$ cat src/hdl/rpn_evaluation_stack_defines.svh
// ---------------------------------------------------------------------------
// rpn_evaluation_stack_defines
// Assertion macros shared by the evaluation stack RTL.
// ---------------------------------------------------------------------------
`ifndef RPN_EVALUATION_STACK_DEFINES_SVH
`define RPN_EVALUATION_STACK_DEFINES_SVH

// Same-cycle implication, sampled on clk, off during rst.
`define RPNES_ASSERT_IMP(lbl, ante, cons, msg) \
  lbl: assert property (@(posedge clk) disable iff (rst) (ante) |-> (cons)) \
    else $error(msg);

// Next-cycle implication, sampled on clk, off during rst.
`define RPNES_ASSERT_NXT(lbl, ante, cons, msg) \
  lbl: assert property (@(posedge clk) disable iff (rst) (ante) |=> (cons)) \
    else $error(msg);

`endif

$ cat src/hdl/rpnes_pkg.sv
// ---------------------------------------------------------------------------
// rpnes_pkg
// Request and status codes plus the shift control word for the cell chain.
// ---------------------------------------------------------------------------
package rpnes_pkg;

  localparam int DataW = 32;

  localparam logic [2:0] OP_PUSH = 3'd0;
  localparam logic [2:0] OP_POP  = 3'd1;
  localparam logic [2:0] OP_ADD  = 3'd2;
  localparam logic [2:0] OP_MUL  = 3'd3;

  typedef enum logic [2:0] {
    ST_OK        = 3'd0,
    ST_FEW       = 3'd1,
    ST_INVALID   = 3'd2,
    ST_POP_EMPTY = 3'd3,
    ST_FULL      = 3'd4
  } status_t;

  // push: every cell takes its upper neighbor; pull: every cell takes its lower one
  typedef struct packed {
    logic push;
    logic pull;
  } shift_ctl_t;

endpackage

$ cat src/hdl/rpnes_cell.sv
// ---------------------------------------------------------------------------
// rpnes_cell
// One stack entry; moves one place up or down the chain on command.
// ---------------------------------------------------------------------------
module rpnes_cell
  import rpnes_pkg::*;
(
  input  logic                    clk,
  input  shift_ctl_t              ctl,
  input  logic signed [DataW-1:0] above,
  input  logic signed [DataW-1:0] below,
  output logic signed [DataW-1:0] q
);

  always_ff @(posedge clk) begin
    if (ctl.push) begin
      q <= above;
    end else if (ctl.pull) begin
      q <= below;
    end
  end

endmodule

$ cat src/hdl/rpnes_alu.sv
// ---------------------------------------------------------------------------
// rpnes_alu
// Saturating Q16.16 add and multiply of the top two entries.
// Product is registered on load; shift and clamp follow in the next cycle.
// ---------------------------------------------------------------------------
module rpnes_alu
  import rpnes_pkg::*;
(
  input  logic                    clk,
  input  logic                    load,
  input  logic                    sel_mul,
  input  logic signed [DataW-1:0] a,
  input  logic signed [DataW-1:0] b,
  output logic signed [DataW-1:0] r
);

  localparam logic signed [DataW-1:0] SatMax = {1'b0, {(DataW-1){1'b1}}};
  localparam logic signed [DataW-1:0] SatMin = {1'b1, {(DataW-1){1'b0}}};

  logic signed [2*DataW-1:0] prod;
  logic signed [2*DataW-1:0] prod_sh;
  logic signed [DataW:0]     sum;
  logic signed [DataW-1:0]   sum_sat;
  logic signed [DataW-1:0]   mul_sat;

  always_ff @(posedge clk) begin
    if (load) begin
      prod <= a * b;
    end
  end

  always_comb begin
    sum = {a[DataW-1], a} + {b[DataW-1], b};
    if (sum[DataW] != sum[DataW-1]) begin
      sum_sat = sum[DataW] ? SatMin : SatMax;
    end else begin
      sum_sat = sum[DataW-1:0];
    end

    // arithmetic shift is floor division by 2^16
    prod_sh = prod >>> 16;
    if (prod_sh[2*DataW-1] && !(&prod_sh[2*DataW-1:DataW-1])) begin
      mul_sat = SatMin;
    end else if (!prod_sh[2*DataW-1] && (|prod_sh[2*DataW-1:DataW-1])) begin
      mul_sat = SatMax;
    end else begin
      mul_sat = prod_sh[DataW-1:0];
    end

    r = sel_mul ? mul_sat : sum_sat;
  end

endmodule

$ cat src/hdl/rpn_evaluation_stack.sv
// ---------------------------------------------------------------------------
// rpn_evaluation_stack
// Postfix calculator stack: push, pop, saturating Q16.16 add and multiply.
// ---------------------------------------------------------------------------
// A request accepted in idle moves the FSM to the exec state, which
// registers the done beat; busy is high during exec.
// No new request is taken while busy, so requests do not overlap; the
// registered 32x32 product is loaded at accept and used in exec.
// Reset (rst, synchronous): entry count cleared, FSM idle, no done beat.
// The receiver cannot stall: done is a one-cycle strobe.
// ---------------------------------------------------------------------------
module rpn_evaluation_stack
  import rpnes_pkg::*;
#(
  parameter int STACK_DEPTH = 16
) (
  input  logic                    clk,
  input  logic                    rst,
  input  logic                    start,
  output logic                    busy,
  input  logic [2:0]              req_type,
  input  logic signed [DataW-1:0] value,
  output logic                    done,
  output logic [2:0]              status,
  output logic signed [DataW-1:0] top_value,
  output logic                    is_empty
);

`include "rpn_evaluation_stack_defines.svh"

  localparam int CntW = $clog2(STACK_DEPTH + 1);

  typedef enum logic {
    S_IDLE,
    S_EXEC
  } state_t;

  state_t                  state;
  logic [CntW-1:0]         count;
  logic [2:0]              op_r;
  logic signed [DataW-1:0] value_r;

  logic                    accept;
  logic                    is_arith;
  logic                    cnt_zero;
  logic                    cnt_one;
  logic                    cnt_full;
  logic signed [DataW-1:0] alu_r;
  logic signed [DataW-1:0] top0_below;
  logic signed [DataW-1:0] top_next;
  logic [CntW-1:0]         count_next;
  status_t                 status_next;
  shift_ctl_t              ctl;

  // Cell 0 is the top of stack; higher indices are deeper entries.
  logic signed [DataW-1:0] cell_q [STACK_DEPTH];

  assign accept   = start && !busy;
  assign busy     = (state == S_EXEC);
  assign is_arith = (op_r == OP_ADD) || (op_r == OP_MUL);
  assign cnt_zero = (count == '0);
  assign cnt_one  = (count == CntW'(1));
  assign cnt_full = (count == CntW'(STACK_DEPTH));

  // Product of the top two is taken at accept, while the chain is at rest.
  rpnes_alu u_alu (
    .clk    (clk),
    .load   (accept),
    .sel_mul(op_r == OP_MUL),
    .a      (cell_q[0]),
    .b      (cell_q[1]),
    .r      (alu_r)
  );

  // Decode of the held request during the exec cycle.
  always_comb begin
    ctl         = '0;
    count_next  = count;
    status_next = ST_OK;
    top_next    = cell_q[0];
    case (op_r)
      OP_PUSH: begin
        if (cnt_full) begin
          status_next = ST_FULL;      // value dropped
        end else begin
          ctl.push   = 1'b1;
          count_next = count + CntW'(1);
          top_next   = value_r;
        end
      end
      OP_POP: begin
        if (cnt_zero) begin
          status_next = ST_POP_EMPTY;
        end else begin
          ctl.pull   = 1'b1;
          count_next = count - CntW'(1);
          top_next   = cell_q[1];
        end
      end
      OP_ADD, OP_MUL: begin
        if (cnt_zero || cnt_one) begin
          status_next = ST_FEW;
        end else begin
          // top two fold into one: cell 0 takes the result, rest move up
          ctl.pull   = 1'b1;
          count_next = count - CntW'(1);
          top_next   = alu_r;
        end
      end
      default: begin
        // operand check wins over the bad opcode
        status_next = cnt_zero ? ST_FEW : ST_INVALID;
      end
    endcase
    if (!busy) begin
      ctl = '0;
    end
  end

  assign top0_below = is_arith ? alu_r : cell_q[1];

  genvar gi;
  generate
    for (gi = 0; gi < STACK_DEPTH; gi++) begin : g_cell
      logic signed [DataW-1:0] above_d;
      logic signed [DataW-1:0] below_d;
      if (gi == 0) begin : g_top
        assign above_d = value_r;
        assign below_d = top0_below;
      end else if (gi == STACK_DEPTH - 1) begin : g_bottom
        assign above_d = cell_q[gi-1];
        assign below_d = '0;
      end else begin : g_mid
        assign above_d = cell_q[gi-1];
        assign below_d = cell_q[gi+1];
      end
      rpnes_cell u_cell (
        .clk  (clk),
        .ctl  (ctl),
        .above(above_d),
        .below(below_d),
        .q    (cell_q[gi])
      );
    end
  endgenerate

  // FSM, entry count and the registered result beat.
  always_ff @(posedge clk) begin
    if (rst) begin
      state <= S_IDLE;
      count <= '0;
      done  <= 1'b0;
    end else begin
      done <= 1'b0;
      case (state)
        S_IDLE: begin
          if (start) begin
            op_r    <= req_type;
            value_r <= value;
            state   <= S_EXEC;
          end
        end
        S_EXEC: begin
          count     <= count_next;
          status    <= status_next;
          is_empty  <= (count_next == '0);
          top_value <= (count_next == '0) ? '0 : top_next;
          done      <= 1'b1;
          state     <= S_IDLE;
        end
        default: begin
          state <= S_IDLE;
        end
      endcase
    end
  end

  `RPNES_ASSERT_NXT(a_accept_busy, accept, busy && !done, "accept must lead to a busy cycle")
  `RPNES_ASSERT_NXT(a_busy_done, busy, done && !busy, "exec cycle must end in a done beat")
  `RPNES_ASSERT_IMP(a_empty_count, done, is_empty == (count == '0), "empty flag off count")
  `RPNES_ASSERT_IMP(a_empty_zero, done && is_empty, top_value == '0, "empty stack nonzero top")
  `RPNES_ASSERT_IMP(a_count_bound, 1'b1, count <= CntW'(STACK_DEPTH), "count past depth")

endmodule

$ cat config.mk
export PLATFORM = sky130hd
export DESIGN_NAME = rpn_evaluation_stack
export DESIGN_NICKNAME = d
export VERILOG_FILES = /design/src/hdl/rpnes_pkg.sv /design/src/hdl/rpnes_cell.sv /design/src/hdl/rpnes_alu.sv /design/src/hdl/rpn_evaluation_stack.sv
export VERILOG_INCLUDE_DIRS = /design/src /design/src/hdl
export SDC_FILE = /design/constraint.sdc
export NUM_CORES = 2
export LEC_CHECK = 0
export ABC_AREA = 1
export BUFFER_PORTS_ARGS = -buffer_cell sky130_fd_sc_hd__buf_2
export CORE_UTILIZATION = 60
export DETAILED_ROUTE_END_ITERATION = 7
export PLACE_DENSITY = 0.81
export SLEW_MARGIN = 20
export SYNTH_ARGS = -nofsm -noshare
export SYNTH_HDL_FRONTEND = slang
export SYNTH_HIERARCHICAL = 1
export SYNTH_SLANG_ARGS = --single-unit
$ cat constraint.sdc
create_clock -name clk -period 7.9 [get_ports clk]
set_input_delay 0.79 -clock clk [delete_from_list [all_inputs] [get_ports clk]]
set_output_delay 0.79 -clock clk [all_outputs]
set_load 0.05 [all_outputs]
# Yosys cells after proc, flatten, opt, wreduce, memory -nomap -nowiden

Cells that the tools add are included.

Add/sub/neg operators: 3
Multipliers: 1
Equality and inequality tests: 6
Multiplexer cells: 60
Bitwise logic cells: 2
Reductions and logical operators: 17

Operator list:

| operator                                                            | count |
|---|---|
| 32-bit 2-to-1 mux                                                   | 41 |
| 32-bit case mux with 3 select lines                                 | 1 |
| 32-bit by 32-bit multiplier with 64-bit output                      | 1 |
| 32-bit by 32-bit adder with 33-bit output                           | 1 |
| 17-bit AND reduction                                                | 1 |
| 17-bit OR reduction                                                 | 1 |
| 5-bit 2-to-1 mux                                                    | 3 |
| 5-bit case mux with 3 select lines                                  | 1 |
| 5-bit zero test                                                     | 2 |
| 3-bit case mux with 3 select lines                                  | 1 |
| 1-bit 2-to-1 mux                                                    | 7 |
| 3-bit by 2-bit == test with 1-bit output (second input constant)    | 2 |
| 2-bit 2-to-1 mux                                                    | 3 |
| 5-bit by 1-bit adder with 5-bit output (second input constant)      | 1 |
| 5-bit by 1-bit == test with 1-bit output (second input constant)    | 1 |
| 5-bit == test (second input constant)                               | 1 |
| 5-bit by 1-bit subtractor with 5-bit output (second input constant) | 1 |
| 1-bit case mux with 2 select lines                                  | 2 |
| 3-bit by 1-bit == test with 1-bit output (second input constant)    | 1 |
| 1-bit logical AND                                                   | 3 |
| 1-bit zero test                                                     | 3 |
| 3-bit zero test                                                     | 1 |
| 3-bit 2-to-1 mux                                                    | 1 |
| 3-bit AND reduction                                                 | 1 |
| 6 further kinds                                                     | 8 |

Flip-flop bits (word level): 654
Bits of input ports: 38
Output and inout bits: 38
Logic and storage cells: 114

# Depth between registers and ports, before layout

Word-level depth: 8
Mapped depth: 32
Mapped depth without buffers: 30

# Hierarchy

The synthesis kept the hierarchy.

By module, submodules not included:

| module               | times used | cells an instance | area each (um^2) | seq. area each (um^2) |
|---|---|---|---|---|
| rpnes_alu            | 1          | 5452              | 42579.6          | 1441.4 |
| rpnes_cell           | 16         | 137               | 1401.3           | 960.9 |
| rpn_evaluation_stack | 1          | 563               | 4631.9           | 2272.2 |

# Worst setup path after synthesis

OpenSTA, ideal clock, no wires.

Kind: register to register
Start: reg g_cell[0].u_cell.q[31]
End: reg u_alu.prod[50], data pin
Setup time: 0.252 ns
Data arrival time: 7.159 ns
Data required time: 7.648 ns
Path slack: 0.488 ns
Cell stages (with the launch flop): 30
Buffers on the path: 2
Period minus slack after synthesis: 7.412 ns
Path through: edfxtp_1 -> clkbuf_1 -> clkbuf_1 -> nand2_1 -> inv_1 -> fa_1 -> inv_1 -> fa_1 -> fa_1 -> inv_1 -> fa_1 -> inv_1 -> fa_1 -> inv_1 -> fa_1 -> inv_1 -> fa_1 -> inv_1 -> fa_1 -> ha_1 -> nand2_1 -> nor2_1 -> inv_1 -> nor2_1 -> inv_1 -> nor2_1 -> nand3_1 -> o21bai_1 -> nand3_1 -> nand2_1

Cells in the longest elaborated chain, start to end: 1

Ends and longest elaborated chain:

| what                                           | line             | text |
|---|---|---|
| start, declared                                | rpnes_cell.sv:12 | `output logic signed [DataW-1:0] q` |
| start signal, assigned                         | rpnes_cell.sv:17 | `q <= above;` |
| start signal, assigned                         | rpnes_cell.sv:19 | `q <= below;` |
| 32-bit by 32-bit multiplier with 64-bit output | rpnes_alu.sv:28  | `prod <= a * b;` |
| end signal, assigned                           | rpnes_alu.sv:28  |  |
| end, declared                                  | rpnes_alu.sv:20  | `logic signed [2*DataW-1:0] prod;` |

No other way between the ends.
A chain may end at the register's enable or synchronous reset.

# Worst setup path after layout

Start: reg g_cell[1].u_cell.q[2]
End: reg u_alu.prod[27], data pin

Cells in the longest elaborated chain, start to end: 1

Ends and longest elaborated chain:

| what                                           | line |
|---|---|
| start, declared                                | rpnes_cell.sv:12 |
| start signal, assigned                         | rpnes_cell.sv:17 |
| start signal, assigned                         | rpnes_cell.sv:19 |
| 32-bit by 32-bit multiplier with 64-bit output | rpnes_alu.sv:28 |

No other way between the ends.

==> results.yml <==
status:
  status: "complete, but fails checks"
  failed_checks: "DRC"
min_path:
  min_path_cells: 1
  hold_class: "input pin to register"
grt:
  gr-total-overflow: 0
  use_met2_pct: 61.5
  grt.total_usage_pct: 37.9
  antenna_found_initial: 5
  grt_pass1_vias: 57900
  grt_use_met3_pct: 8.20
  grt_use_met1_pct: 48.7
  grt_pass1_wl_um: 335000
  grt_max_degree: 178
  top_usage_layer: "met2"
finish:
  drive_above_1_share_pct: 8.16
  syn2layout_area_growth_pct: 8.18
  fin_cells: 9892
  nNetsFinal: 9659
  finalInstanceArea_mm2: 0.0753
  nFillCells: 8975
sta:
  fin_skew_ns: 0.0744
  setup_viol: 0
  post-route-min-period_ns: 7.76
  max-slew-margin-rel_pct: 29.0
  max_clock_freq_mhz: 129
  hold_viol_final: 0
  tightestPinTransition_ns: 1.06
  fin_crit_sh_pct: 98.2
  drv_slew: 0
  rsz0062_at_grt: "no"
worst_setup_path:
  crit_buf_inv: 6
  critPathKind: "register to register"
  reg2reg_depth: 22
  cp_top_family: "adder cells"
  endpoint_kind: "register"
  slowest_delay_ns: 0.64
  critical_path_required_ns: 8.30
  crit_chain: "buf_8, nand2_1, fa_1, fa_1, fa_1, fa_1, inv_1, fa_1, inv_1, fa_1, inv_1, fa_1, fa_1, ha_1, buf_4, a21oi_1, o21ai_1, a21oi_1, o21ai_0, inv_1, nand2_1, xor2_1"
  worstPathMaxFanout: 32
  crit_top_cell: "fa_1"
  arrival_ns: 8.16
  cp_slowest_cell: "fa_1"
  path_depth: 22
  cp-start-kind: "register"
clock_tree:
  clkLatencyLatePin_ns: 0.68
  cts_made_buffers: 72
  cts_sinks: 638
  cts_tree: "done"
  cts-root-buf: "clkbuf_16"
  htreeDepth: 3
  clk_pin_slew_worst_paths_ns: 0.07
  cts_buffer_depth: 3
floorplan:
  die_h_um: 343
  row_count: 124
  core_mm2: 0.115
  die_w_um: 343
  dieArea_mm2: 0.117
  start_util_pct: 60.7
  io_pins: 76
route:
  vias: 55500
  drcViolationCount: 15
  postRouteAntennaNets: 0
  drt-vias-per-instance: 5.61
  wl_um: 218000
  dr.pass1.iters: 8
  initialDrtViolationCount: 6383
  post_drt_wl_per_cell_um: 22.0
job:
  cap_viol_max_count: 0
synthesis:
  synth_mux_area_share_pct: 0
  synth_compound_area_share_pct: 2.76
  synthArstFlopShare_pct: 0
  syn_avg_cell_area_um2: 8.48
  syn-instance-count: 8207
  synth_enable_flop_cells: 631
  ys_seq_elements: 638
  yosysWarnings: 6
  synth-main-ff-cell: "edfxtp_1"
  netlist_area_mm2: 0.0696
  synth_top_family_by_area: "adder cells"
  synth_xor_area_share_pct: 0.692
  synth-simple-area-share_pct: 21.2
  synth_cell_types: 48
  synthAdderAreaFrac_pct: 35.0
  seq_area_frac_synth_pct: 27.4
place:
  numPortBuffers: 75
  dp_cells: 9746
  dp_hpwl_um: 167000
  placedInstanceArea_mm2: 0.0727
  place_congestion: 1.06
## worst register-to-register path, stage by stage (launching register included)
cell and delay, ns:
edfxtp_1 0.55, buf_8 0.32, nand2_1 0.18, fa_1 0.57, fa_1 0.43, fa_1 0.50
fa_1 0.56, inv_1 0.06, fa_1 0.51, inv_1 0.06, fa_1 0.53, inv_1 0.05
fa_1 0.48, fa_1 0.64, ha_1 0.31, buf_4 0.16, a21oi_1 0.30, o21ai_1 0.23
a21oi_1 0.25, o21ai_0 0.16, inv_1 0.08, nand2_1 0.19, xor2_1 0.39
## layout make-up
type | instances | area (µm²) | share of cell area [%]
multi-input cells | 5404 | 41700 | 55.4
flip-flops and latches | 638 | 19100 | 25.3
inverters | 1846 | 6970 | 9.26
repair buffers | 360 | 3250 | 4.32
well taps | 1512 | 1890 | 2.51
clock buffers | 79 | 1830 | 2.43
clock inverters | 52 | 589 | 0.782
diodes | 1 | 2.50 | 0.00332
## flip-flops by register name, summed over array words and instances (netlist names)
signal	count
busy	1
count	5
done	1
g_cell.above_d	32
g_cell.u_cell/q	512
is_empty	1
op_r	3
status	3
top_value	32
u_alu/prod	48
## cell usage in the layout, fill, tap and decap left out, drive strengths merged, types with 2 or more instances in the layout
cell type  netlist  layout
ha             217     217
clkinvlp         0      10
nor2           219     219
or2             26      26
dfxtp            7       7
o211ai           2       2
nand3b           3       3
o21bai          16      16
clkinv           1      34
a21o             6       6
o21a            10      10
xor2            45      45
nor4            12      12
nor3            18      18
conb             1      32
a31oi            2       2
nand4           29      29
inv           1845    1847
edfxtp         631     631
o21ai          151     151
nand3          185     185
a21oi          117     117
clkbuf         220      79
bufinv           0       7
fa            1082    1082
and3             8       8
a21boi           4       4
buf            130     360
o2111ai         30      30
nand2         3178    3178
xnor2           10      10
## final timing paths
| kind | start | to | slack (ns) |
|---|---|---|---|
| max reg2reg | g_cell[1].u_cell/q[2] | u_alu/prod[27] | 0.14 |
| min | value[9] | g_cell[0].above_d[9] | 0.29 |
| min reg2reg | g_cell[15].u_cell/q[6] | g_cell[14].u_cell/q[6] | 0.51 |
| max | g_cell[1].u_cell/q[2] | u_alu/prod[27] | 0.14 |
## metal layers
layer,wire length (µm),vias to the layer above
met5,30,-
met4,11600,4
met3,22500,641
met2,103000,3263
met1,81000,27300
li1,-,24300
## synth_stat cells, drive strengths merged (2+ instances only)
cell type,n,area (µm²)
a21boi,4,30.0
a21o,6,45.0
a21oi,117,601
a31oi,2,12.5
and3,8,50.1
buf,130,1220
clkbuf,220,826
dfxtp,7,140
edfxtp,631,18900
fa,1082,21700
ha,217,2720
inv,1845,6970
nand2,3178,12100
nand3,185,1190
nand3b,3,22.5
nand4,29,181
nor2,219,873
nor3,18,95.1
nor4,12,75.1
o2111ai,30,263
o211ai,2,15.0
o21a,10,75.1
o21ai,151,756
o21bai,16,120
or2,26,163
xnor2,10,87.6
xor2,45,394
## metrics by stage
stage	hold WS, ns	util, %	setup TNS, ns	worst slack [ns]
2_1_floorplan	0.487	-	0	0.488
4_1_cts	0.246	65.5	0	0.0929
6_report	0.289	65.7	0	0.144
3_5_place_dp	0.506	63.4	-0.503	-0.171
5_1_grt	0.273	65.7	0	0.0174
3_3_place_gp	0.491	63.4	-0.109	-0.0712
## cell families after synthesis
logic type,count (synthesis)
AO/OA/AOI/OAI,339
AND/OR/NAND/NOR,3679
buffers and inverters,2196
flip-flops,638
adder cells (fa/ha/maj),1299
other,1
XOR/XNOR,55
## timing repair
action	in CTS	in global routing
pin swaps	0	2
buffers inserted	3	10
hold endpoints to repair	0	0
cloned	0	0
gates resized for setup	2	17
hold buffers	0	0
endpoints found under the setup margin	5	21
Power is not shown: default switching activity piles up to over one toggle a cycle in this logic, so the estimate is an artifact.
